--- config.mk ---
export PLATFORM = sky130hd
export DESIGN_NAME = row_zscore_normalizer_top
export DESIGN_NICKNAME = d
export VERILOG_FILES = /design/src/sv/rzn_pkg.sv /design/src/sv/rzn_cmp_sub.sv /design/src/sv/row_zscore_normalizer_top.sv
export VERILOG_INCLUDE_DIRS = /design/src /design/src/sv
export SDC_FILE = /design/constraint.sdc
export NUM_CORES = 2
export LEC_CHECK = 0
export ABC_AREA = 1
export BUFFER_PORTS_ARGS = -buffer_cell sky130_fd_sc_hd__buf_2
export CAP_MARGIN = 10
export CORE_MARGIN = 5
export CORE_UTILIZATION = 55
export CTS_BUF_LIST = sky130_fd_sc_hd__clkbuf_8
export CTS_CLUSTER_SIZE = 40
export DETAILED_ROUTE_END_ITERATION = 12
export GPL_TIMING_DRIVEN = 0
export MAX_ROUTING_LAYER = met4
export PLACE_DENSITY = 0.71
export SKIP_LAST_GASP = 1
export SLEW_MARGIN = 15
export SYNTH_ARGS = -nofsm -noshare
export SYNTH_HDL_FRONTEND = slang
export SYNTH_HIERARCHICAL = 1
export SYNTH_SLANG_ARGS = --single-unit
--- constraint.sdc ---
create_clock -name clk -period 15.15 [get_ports clk]
set_input_delay 1.515 -clock clk [delete_from_list [all_inputs] [get_ports clk]]
set_output_delay 1.515 -clock clk [all_outputs]
set_load 0.01 [all_outputs]
--- src/sv/assert_macros.svh ---
// assertion macros used by the top rtl file
`ifndef ASSERT_MACROS_SVH
`define ASSERT_MACROS_SVH

// clocked check, disabled while reset is high
`define ASSERT_CLK(label, clk, rst, prop, msg) \
  label: assert property (@(posedge clk) disable iff (rst) prop) else $error(msg);

// clocked check that also holds during reset
`define ASSERT_ALWAYS(label, clk, prop, msg) \
  label: assert property (@(posedge clk) prop) else $error(msg);

`endif

--- src/sv/rzn_pkg.sv ---
// constants, widths and types of the row z-score normalizer
package rzn_pkg;

  localparam int ROW_LEN = 6;
  localparam int SAMP_W  = 16;
  localparam int IDX_W   = $clog2(ROW_LEN);
  // n*x - sum and the running sum
  localparam int DIF_W   = SAMP_W + IDX_W + 1;
  localparam int MAG_W   = SAMP_W + IDX_W;
  localparam int SQ_W    = 2 * MAG_W;
  localparam int DS_W    = SQ_W + IDX_W;
  localparam int NDD_W   = SQ_W + IDX_W;
  // 4096^2 scale and the factor 4 from the odd bound
  localparam int FRAC_SH = 26;
  localparam int Q_W     = FRAC_SH + IDX_W;
  localparam int RT_W    = (Q_W + 1) / 2;
  localparam int SQ2_W   = 2 * RT_W;
  localparam int KX_W    = SAMP_W + 1;
  localparam int ALU_W   = DS_W + 1;
  localparam int CNT_W   = $clog2(Q_W);

  localparam logic [IDX_W-1:0]  IDX_LAST = IDX_W'(ROW_LEN - 1);
  localparam logic [SAMP_W-1:0] Z_MAX    = {1'b0, {(SAMP_W-1){1'b1}}};

  typedef struct packed {
    logic             ge;
    logic [ALU_W-1:0] diff;
  } alu_res_t;

endpackage

--- src/sv/rzn_cmp_sub.sv ---
// shared compare and subtract unit for the divider and square root steps
module rzn_cmp_sub
  import rzn_pkg::*;
(
  input  logic [ALU_W-1:0] a,
  input  logic [ALU_W-1:0] b,
  output alu_res_t         res
);

  logic [ALU_W:0] wide;

  // borrow out of the subtraction gives the compare
  assign wide     = {1'b0, a} - {1'b0, b};
  assign res.diff = wide[ALU_W-1:0];
  assign res.ge   = ~wide[ALU_W];

endmodule

--- src/sv/row_zscore_normalizer_top.sv ---
// row z-score normalizer: row buffer, sequencer, shared divide and root steps
// Samples load one per cycle while in the load state; the row's last sample starts the scoring pass.
// Deviation pass: difference, square and accumulate for each row element.
// Each result then takes a difference and a square, then one restoring
// divide step per cycle, then one root step per cycle, on one unit; a flat row skips both.
// Output stalls hold the sequencer in its finish state.
// rst clears the sequencer, the fill index and the result valid; no clear pass.
`include "assert_macros.svh"

module row_zscore_normalizer_top
  import rzn_pkg::*;
(
  input  logic                     clk,
  input  logic                     rst,
  input  logic                     sample_valid,
  output logic                     sample_stall,
  input  logic signed [SAMP_W-1:0] sample,
  output logic                     result_valid,
  input  logic                     result_stall,
  output logic signed [SAMP_W-1:0] zscore,
  output logic                     row_end,
  output logic                     flat_row
);

  typedef enum logic [8:0] {
    ST_LOAD = 9'b000000001,
    ST_DEV  = 9'b000000010,
    ST_SQR  = 9'b000000100,
    ST_ACC  = 9'b000001000,
    ST_PREP = 9'b000010000,
    ST_DIV  = 9'b000100000,
    ST_ROOT = 9'b001000000,
    ST_SQRT = 9'b010000000,
    ST_FIN  = 9'b100000000
  } state_t;

  state_t                   state;
  logic [IDX_W-1:0]         idx;
  logic                     scoring;
  logic [CNT_W-1:0]         it_cnt;

  logic signed [SAMP_W-1:0] row_store [ROW_LEN];
  logic signed [DIF_W-1:0]  sum;
  logic [DS_W-1:0]          dsum;
  logic [MAG_W-1:0]         mag;
  logic                     neg;
  logic [SQ_W-1:0]          dd;
  logic [DS_W-1:0]          rem;
  logic [Q_W-1:0]           dvd;
  logic [SQ2_W-1:0]         sq_src;
  logic [RT_W+1:0]          sq_rem;
  logic [RT_W-1:0]          root;
  logic                     flat;

  logic                     acc_in;
  logic                     fin_load;
  logic signed [DIF_W-1:0]  x_ext;
  logic signed [DIF_W-1:0]  d_val;
  logic [DIF_W-1:0]         d_abs;
  logic [NDD_W-1:0]         ndd;
  logic [RT_W+1:0]          sq_t;
  logic [RT_W+1:0]          sq_trial;
  logic [ALU_W-1:0]         alu_a;
  logic [ALU_W-1:0]         alu_b;
  alu_res_t                 alu;
  logic [KX_W-1:0]          k_val;
  logic [KX_W-1:0]          k_neg;
  logic [SAMP_W-1:0]        z_val;

  assign sample_stall = (state != ST_LOAD);
  assign acc_in       = sample_valid && !sample_stall;
  assign fin_load     = (state == ST_FIN) && (!result_valid || !result_stall);

  // deviation of the current element, scaled by the row length
  assign x_ext = DIF_W'(row_store[idx]);
  assign d_val = x_ext * DIF_W'(ROW_LEN) - sum;
  assign d_abs = d_val[DIF_W-1] ? DIF_W'(-d_val) : DIF_W'(d_val);
  assign ndd   = NDD_W'(dd) * NDD_W'(ROW_LEN);

  assign sq_t     = {sq_rem[RT_W-1:0], sq_src[SQ2_W-1 -: 2]};
  assign sq_trial = {root, 2'b01};

  assign alu_a = (state == ST_DIV) ? {rem, dvd[Q_W-1]} : ALU_W'(sq_t);
  assign alu_b = (state == ST_DIV) ? ALU_W'(dsum) : ALU_W'(sq_trial);

  rzn_cmp_sub u_cmp_sub (
    .a   (alu_a),
    .b   (alu_b),
    .res (alu)
  );

  // largest k with (2k-1)^2 <= quotient, from the integer root
  assign k_val = (KX_W'(root) + KX_W'(1)) >> 1;
  assign k_neg = -k_val;
  always_comb begin
    if (neg) begin
      z_val = k_neg[SAMP_W-1:0];
    end else if (k_val > KX_W'(Z_MAX)) begin
      z_val = Z_MAX;
    end else begin
      z_val = k_val[SAMP_W-1:0];
    end
  end

  always_ff @(posedge clk) begin
    if (rst) begin
      state        <= ST_LOAD;
      idx          <= '0;
      scoring      <= 1'b0;
      it_cnt       <= '0;
      result_valid <= 1'b0;
    end else begin
      if (fin_load) begin
        result_valid <= 1'b1;
      end else if (!result_stall) begin
        result_valid <= 1'b0;
      end
      case (state)
        ST_LOAD: begin
          if (acc_in) begin
            if (idx == IDX_LAST) begin
              idx     <= '0;
              scoring <= 1'b0;
              state   <= ST_DEV;
            end else begin
              idx <= idx + 1'b1;
            end
          end
        end
        ST_DEV: begin
          state <= ST_SQR;
        end
        ST_SQR: begin
          state <= scoring ? ST_PREP : ST_ACC;
        end
        ST_ACC: begin
          if (idx == IDX_LAST) begin
            idx     <= '0;
            scoring <= 1'b1;
          end else begin
            idx <= idx + 1'b1;
          end
          state <= ST_DEV;
        end
        ST_PREP: begin
          it_cnt <= '0;
          state  <= (dsum == '0) ? ST_FIN : ST_DIV;
        end
        ST_DIV: begin
          it_cnt <= it_cnt + 1'b1;
          if (it_cnt == CNT_W'(Q_W - 1)) begin
            state <= ST_ROOT;
          end
        end
        ST_ROOT: begin
          it_cnt <= '0;
          state  <= ST_SQRT;
        end
        ST_SQRT: begin
          it_cnt <= it_cnt + 1'b1;
          if (it_cnt == CNT_W'(RT_W - 1)) begin
            state <= ST_FIN;
          end
        end
        ST_FIN: begin
          if (fin_load) begin
            if (idx == IDX_LAST) begin
              idx   <= '0;
              state <= ST_LOAD;
            end else begin
              idx   <= idx + 1'b1;
              state <= ST_DEV;
            end
          end
        end
        default: begin
          state <= ST_LOAD;
        end
      endcase
    end
  end

  always_ff @(posedge clk) begin
    if (fin_load) begin
      zscore   <= flat ? '0 : z_val;
      row_end  <= (idx == IDX_LAST);
      flat_row <= flat;
    end
    case (state)
      ST_LOAD: begin
        if (acc_in) begin
          row_store[idx] <= sample;
          sum            <= (idx == '0) ? DIF_W'(sample) : sum + DIF_W'(sample);
          dsum           <= '0;
        end
      end
      ST_DEV: begin
        mag <= d_abs[MAG_W-1:0];
        neg <= d_val[DIF_W-1];
      end
      ST_SQR: begin
        dd <= SQ_W'(mag) * SQ_W'(mag);
      end
      ST_ACC: begin
        dsum <= dsum + DS_W'(dd);
      end
      ST_PREP: begin
        flat <= (dsum == '0);
        root <= '0;
        // dividend is n*d^2 << 26; its top part is already below the divisor
        rem  <= DS_W'(ndd[NDD_W-1:IDX_W]);
        dvd  <= {ndd[IDX_W-1:0], {FRAC_SH{1'b0}}};
      end
      ST_DIV: begin
        rem <= alu.ge ? alu.diff[DS_W-1:0] : alu_a[DS_W-1:0];
        dvd <= {dvd[Q_W-2:0], alu.ge};
      end
      ST_ROOT: begin
        sq_src <= SQ2_W'(dvd);
        sq_rem <= '0;
        root   <= '0;
      end
      ST_SQRT: begin
        sq_rem <= alu.ge ? alu.diff[RT_W+1:0] : sq_t;
        root   <= {root[RT_W-2:0], alu.ge};
        sq_src <= sq_src << 2;
      end
      default: begin
      end
    endcase
  end

  `ASSERT_CLK(a_row_start, clk, rst, (acc_in && idx == IDX_LAST) |=> (state == ST_DEV), "full row did not start scoring")
  `ASSERT_CLK(a_div_nonzero, clk, rst, (state == ST_DIV) |-> (dsum != '0), "divide entered with zero deviation")
  `ASSERT_CLK(a_div_rem, clk, rst, (state == ST_DIV) |-> (rem < dsum), "divide remainder not below divisor")
  `ASSERT_CLK(a_flat_zero, clk, rst, (result_valid && flat_row) |-> (zscore == '0), "flat row with nonzero score")

endmodule

==> results_dict.tcl <==
set metrics [dict create \
    setup.worst_path.start_class "flop" \
    grt_pass1_wl_microns 172000 \
    cts-hold-fix-buffers 0 \
    critical_path_arrival_ns 7.77 \
    fp.dieW_microns 275 \
    crit_path_end_kind "flop" \
    syn_avg_cell_area_sq_um 7.62 \
    layout-drive-gt1-share_pct 4.51 \
    nFillCells 6634 \
    yosysWarningCount 6 \
    first_global_vias 33100 \
    setup_violations 0 \
    clk_latency_ns 0.67 \
    start_util_pct 55.2 \
    cts_root_buf "clkbuf_8" \
    max-vdd-ir-drop_mv 0.897 \
    drtIter0Drc 2684 \
    p_sw_mw 4.68 \
    clk_pin_slew_ns 0.06 \
    fin_util_pct 59.4 \
    worst_path_largest_cell_delay_ns 0.60 \
    post-route-period-util_pct 48.7 \
    fin_nets 5767 \
    slew_viol_final 0 \
    crit_fanout 10 \
    netSwitchingFraction_pct 53.3 \
    setup_tns_ns 0 \
    status "completed" \
    clock_sinks 385 \
    path_class "flop to flop" \
    hpwlAfterDp_microns 87900 \
    die_area_sq_mm 0.0754 \
    cts_resized 0 \
    ios 40 \
    final_antenna_net_count 0 \
    path_cells "clkbuf_1 -> clkbuf_1 -> nand2_1 -> fa_1 -> inv_1 -> fa_1 -> inv_1 -> fa_1 -> inv_1 -> fa_1 -> fa_1 -> inv_1 -> fa_1 -> inv_1 -> ha_1 -> nand2_1 -> nor2_1 -> nand4_1 -> o21ai_0 -> a21oi_1 -> o21ai_0 -> xor2_1" \
    num_vias 33100 \
    synthCells 5054 \
    cts_max_path_buffers 3 \
    hp-class "flop to flop" \
    core_area_sq_mm 0.0698 \
    first_pass_iters 6 \
    relSlewSlack_pct 39.4 \
    rows 97 \
    worst_clock_skew_ns 0.0463 \
    numCtsBuffers 72 \
    drcViolationCount 0 \
    worstPathRequired_ns 15.54 \
    cts_tree "built" \
    htreeDepth 3 \
    vias_per_cell 5.36 \
    seqPwrFrac_pct 18.9 \
    clockPowerShare_pct 11.2 \
    postCtsSetupRepairBufs 0 \
    overflow 0 \
    slowest_stage "clkbuf_1" \
    crit_top_cell "fa_1" \
    antenna_found_initial 1 \
    power.density_mw_per_mm2 212 \
    final.min_clock_period_ns 7.38 \
    max_freq_ghz 0.136 \
    die_h_microns 275 \
    wl_microns 108000 \
    place_congestion 0.969 \
    syn-cell-area_sq_mm 0.0385 \
    p_comb_share_pct 69.9 \
    port_buffers 39 \
    critPathTopFamily "adder cells" \
    p_leak_nw 21.0 \
    track_usage_pct 29.5 \
    cp.buffers_inverters 7 \
    cap_violations 0 \
    hold_viol_final 0 \
    areaGrowthSynthToFinish_pct 7.56 \
    p_int_mw 4.11 \
    tightest_slew_ns 0.908 \
    grt_max_degree 41 \
    rsz0062_at_grt "no" \
    post_drt_wl_per_cell_microns 17.4 \
]
final cells by class:
class | instances | area (sq um) | area share [%]
timing repair buffer | 51 | 312 | 0.752
multi-input combinational | 3510 | 22900 | 55.2
antenna | 1 | 2.50 | 0.00604
inverter | 1054 | 3960 | 9.55
clock buffer | 73 | 1000 | 2.42
tap | 940 | 1180 | 2.84
clock inverter | 54 | 363 | 0.876
sequential | 385 | 11300 | 27.4
buffer | 106 | 425 | 1.03
state kept, by name (all words and copies together) (netlist names), 3 cells and up, named ones only:
| signal | flops |
|---|---|
| dsum | 41 |
| mag | 19 |
| root | 15 |
| dd | 37 |
| sum | 20 |
| state | 9 |
| dvd | 29 |
| sq_src | 30 |
| row_store | 96 |
| sq_rem | 15 |
| it_cnt | 5 |
| rem | 41 |
| idx | 3 |
| zscore | 16 |
through the flow:
stage	power [mW]	hold slack, ns	worst slack [ns]	instances	instance area (sq um)
floorplan	6.23	0.401	9.21	5055	38500
detailed placement	7.71	0.427	7.81	6046	40100
global placement	7.62	0.409	7.93	6034	39900
CTS	8.76	0.436	7.85	6173	41400
finish	8.79	0.445	7.77	6174	41400
global route	9.66	0.448	7.51	6174	41400
path summary, 6_finish.rpt:
kind / startpoint / endpoint / depth (start not counted) / slack [ns]
worst max-delay path: mag[10] / dd[26] / 22 / 7.77
worst min-delay path: scoring / state[3] / 1 / 0.45
worst max register to register: mag[10] / dd[26] / 22 / 7.77
worst min register to register: scoring / state[3] / 1 / 0.45
metal layers:
metal	track usage (%)	wire, microns
met3	3.49	5760
met5	-	0
met2	50.4	52300
met1	37.0	45700
met4	9.12	3760
cell usage in the layout (no fill, tap or decap), types with 11 or more instances in the layout:
cell and instances:
a21o_1 21, a21oi_1 306, a31oi_1 29, a32o_1 15, buf_1 21, buf_2 58, clkbuf_1 70, clkbuf_8 73
clkinv_1 11, dfxtp_1 22, edfxtp_1 363, fa_1 256, ha_1 311, inv_1 1065, inv_2 12, nand2_1 1236
nand3_1 173, nand3_2 12, nand4_1 42, nor2_1 463, nor2_2 13, nor3_1 45, nor4_1 13, o21a_1 13
o21ai_0 257, o21bai_1 22, o22ai_1 42, or2_2 13, xnor2_1 50, xor2_1 78
worst register-to-register path, stage by stage (launching register included):
cell and delay (ns):
edfxtp_1 0.49, clkbuf_1 0.56, clkbuf_1 0.60, nand2_1 0.24, fa_1 0.54, inv_1 0.05
fa_1 0.50, inv_1 0.05, fa_1 0.47, inv_1 0.05, fa_1 0.50, fa_1 0.56
inv_1 0.06, fa_1 0.52, inv_1 0.04, ha_1 0.36, nand2_1 0.14, nor2_1 0.26
nand4_1 0.13, o21ai_0 0.48, a21oi_1 0.21, o21ai_0 0.23, xor2_1 0.09
power groups by stage:
stage          clock [mW]  combinational, mW  sequential, mW
3_5_place_dp            0               6.03            1.68
5_1_grt              1.06               6.93            1.67
4_1_cts              1.00               6.09            1.66
6_report            0.985               6.15            1.66
2_1_floorplan           0               4.60            1.63
3_3_place_gp            0               5.94            1.68
Note: power is estimated with default switching activity, not from simulation.
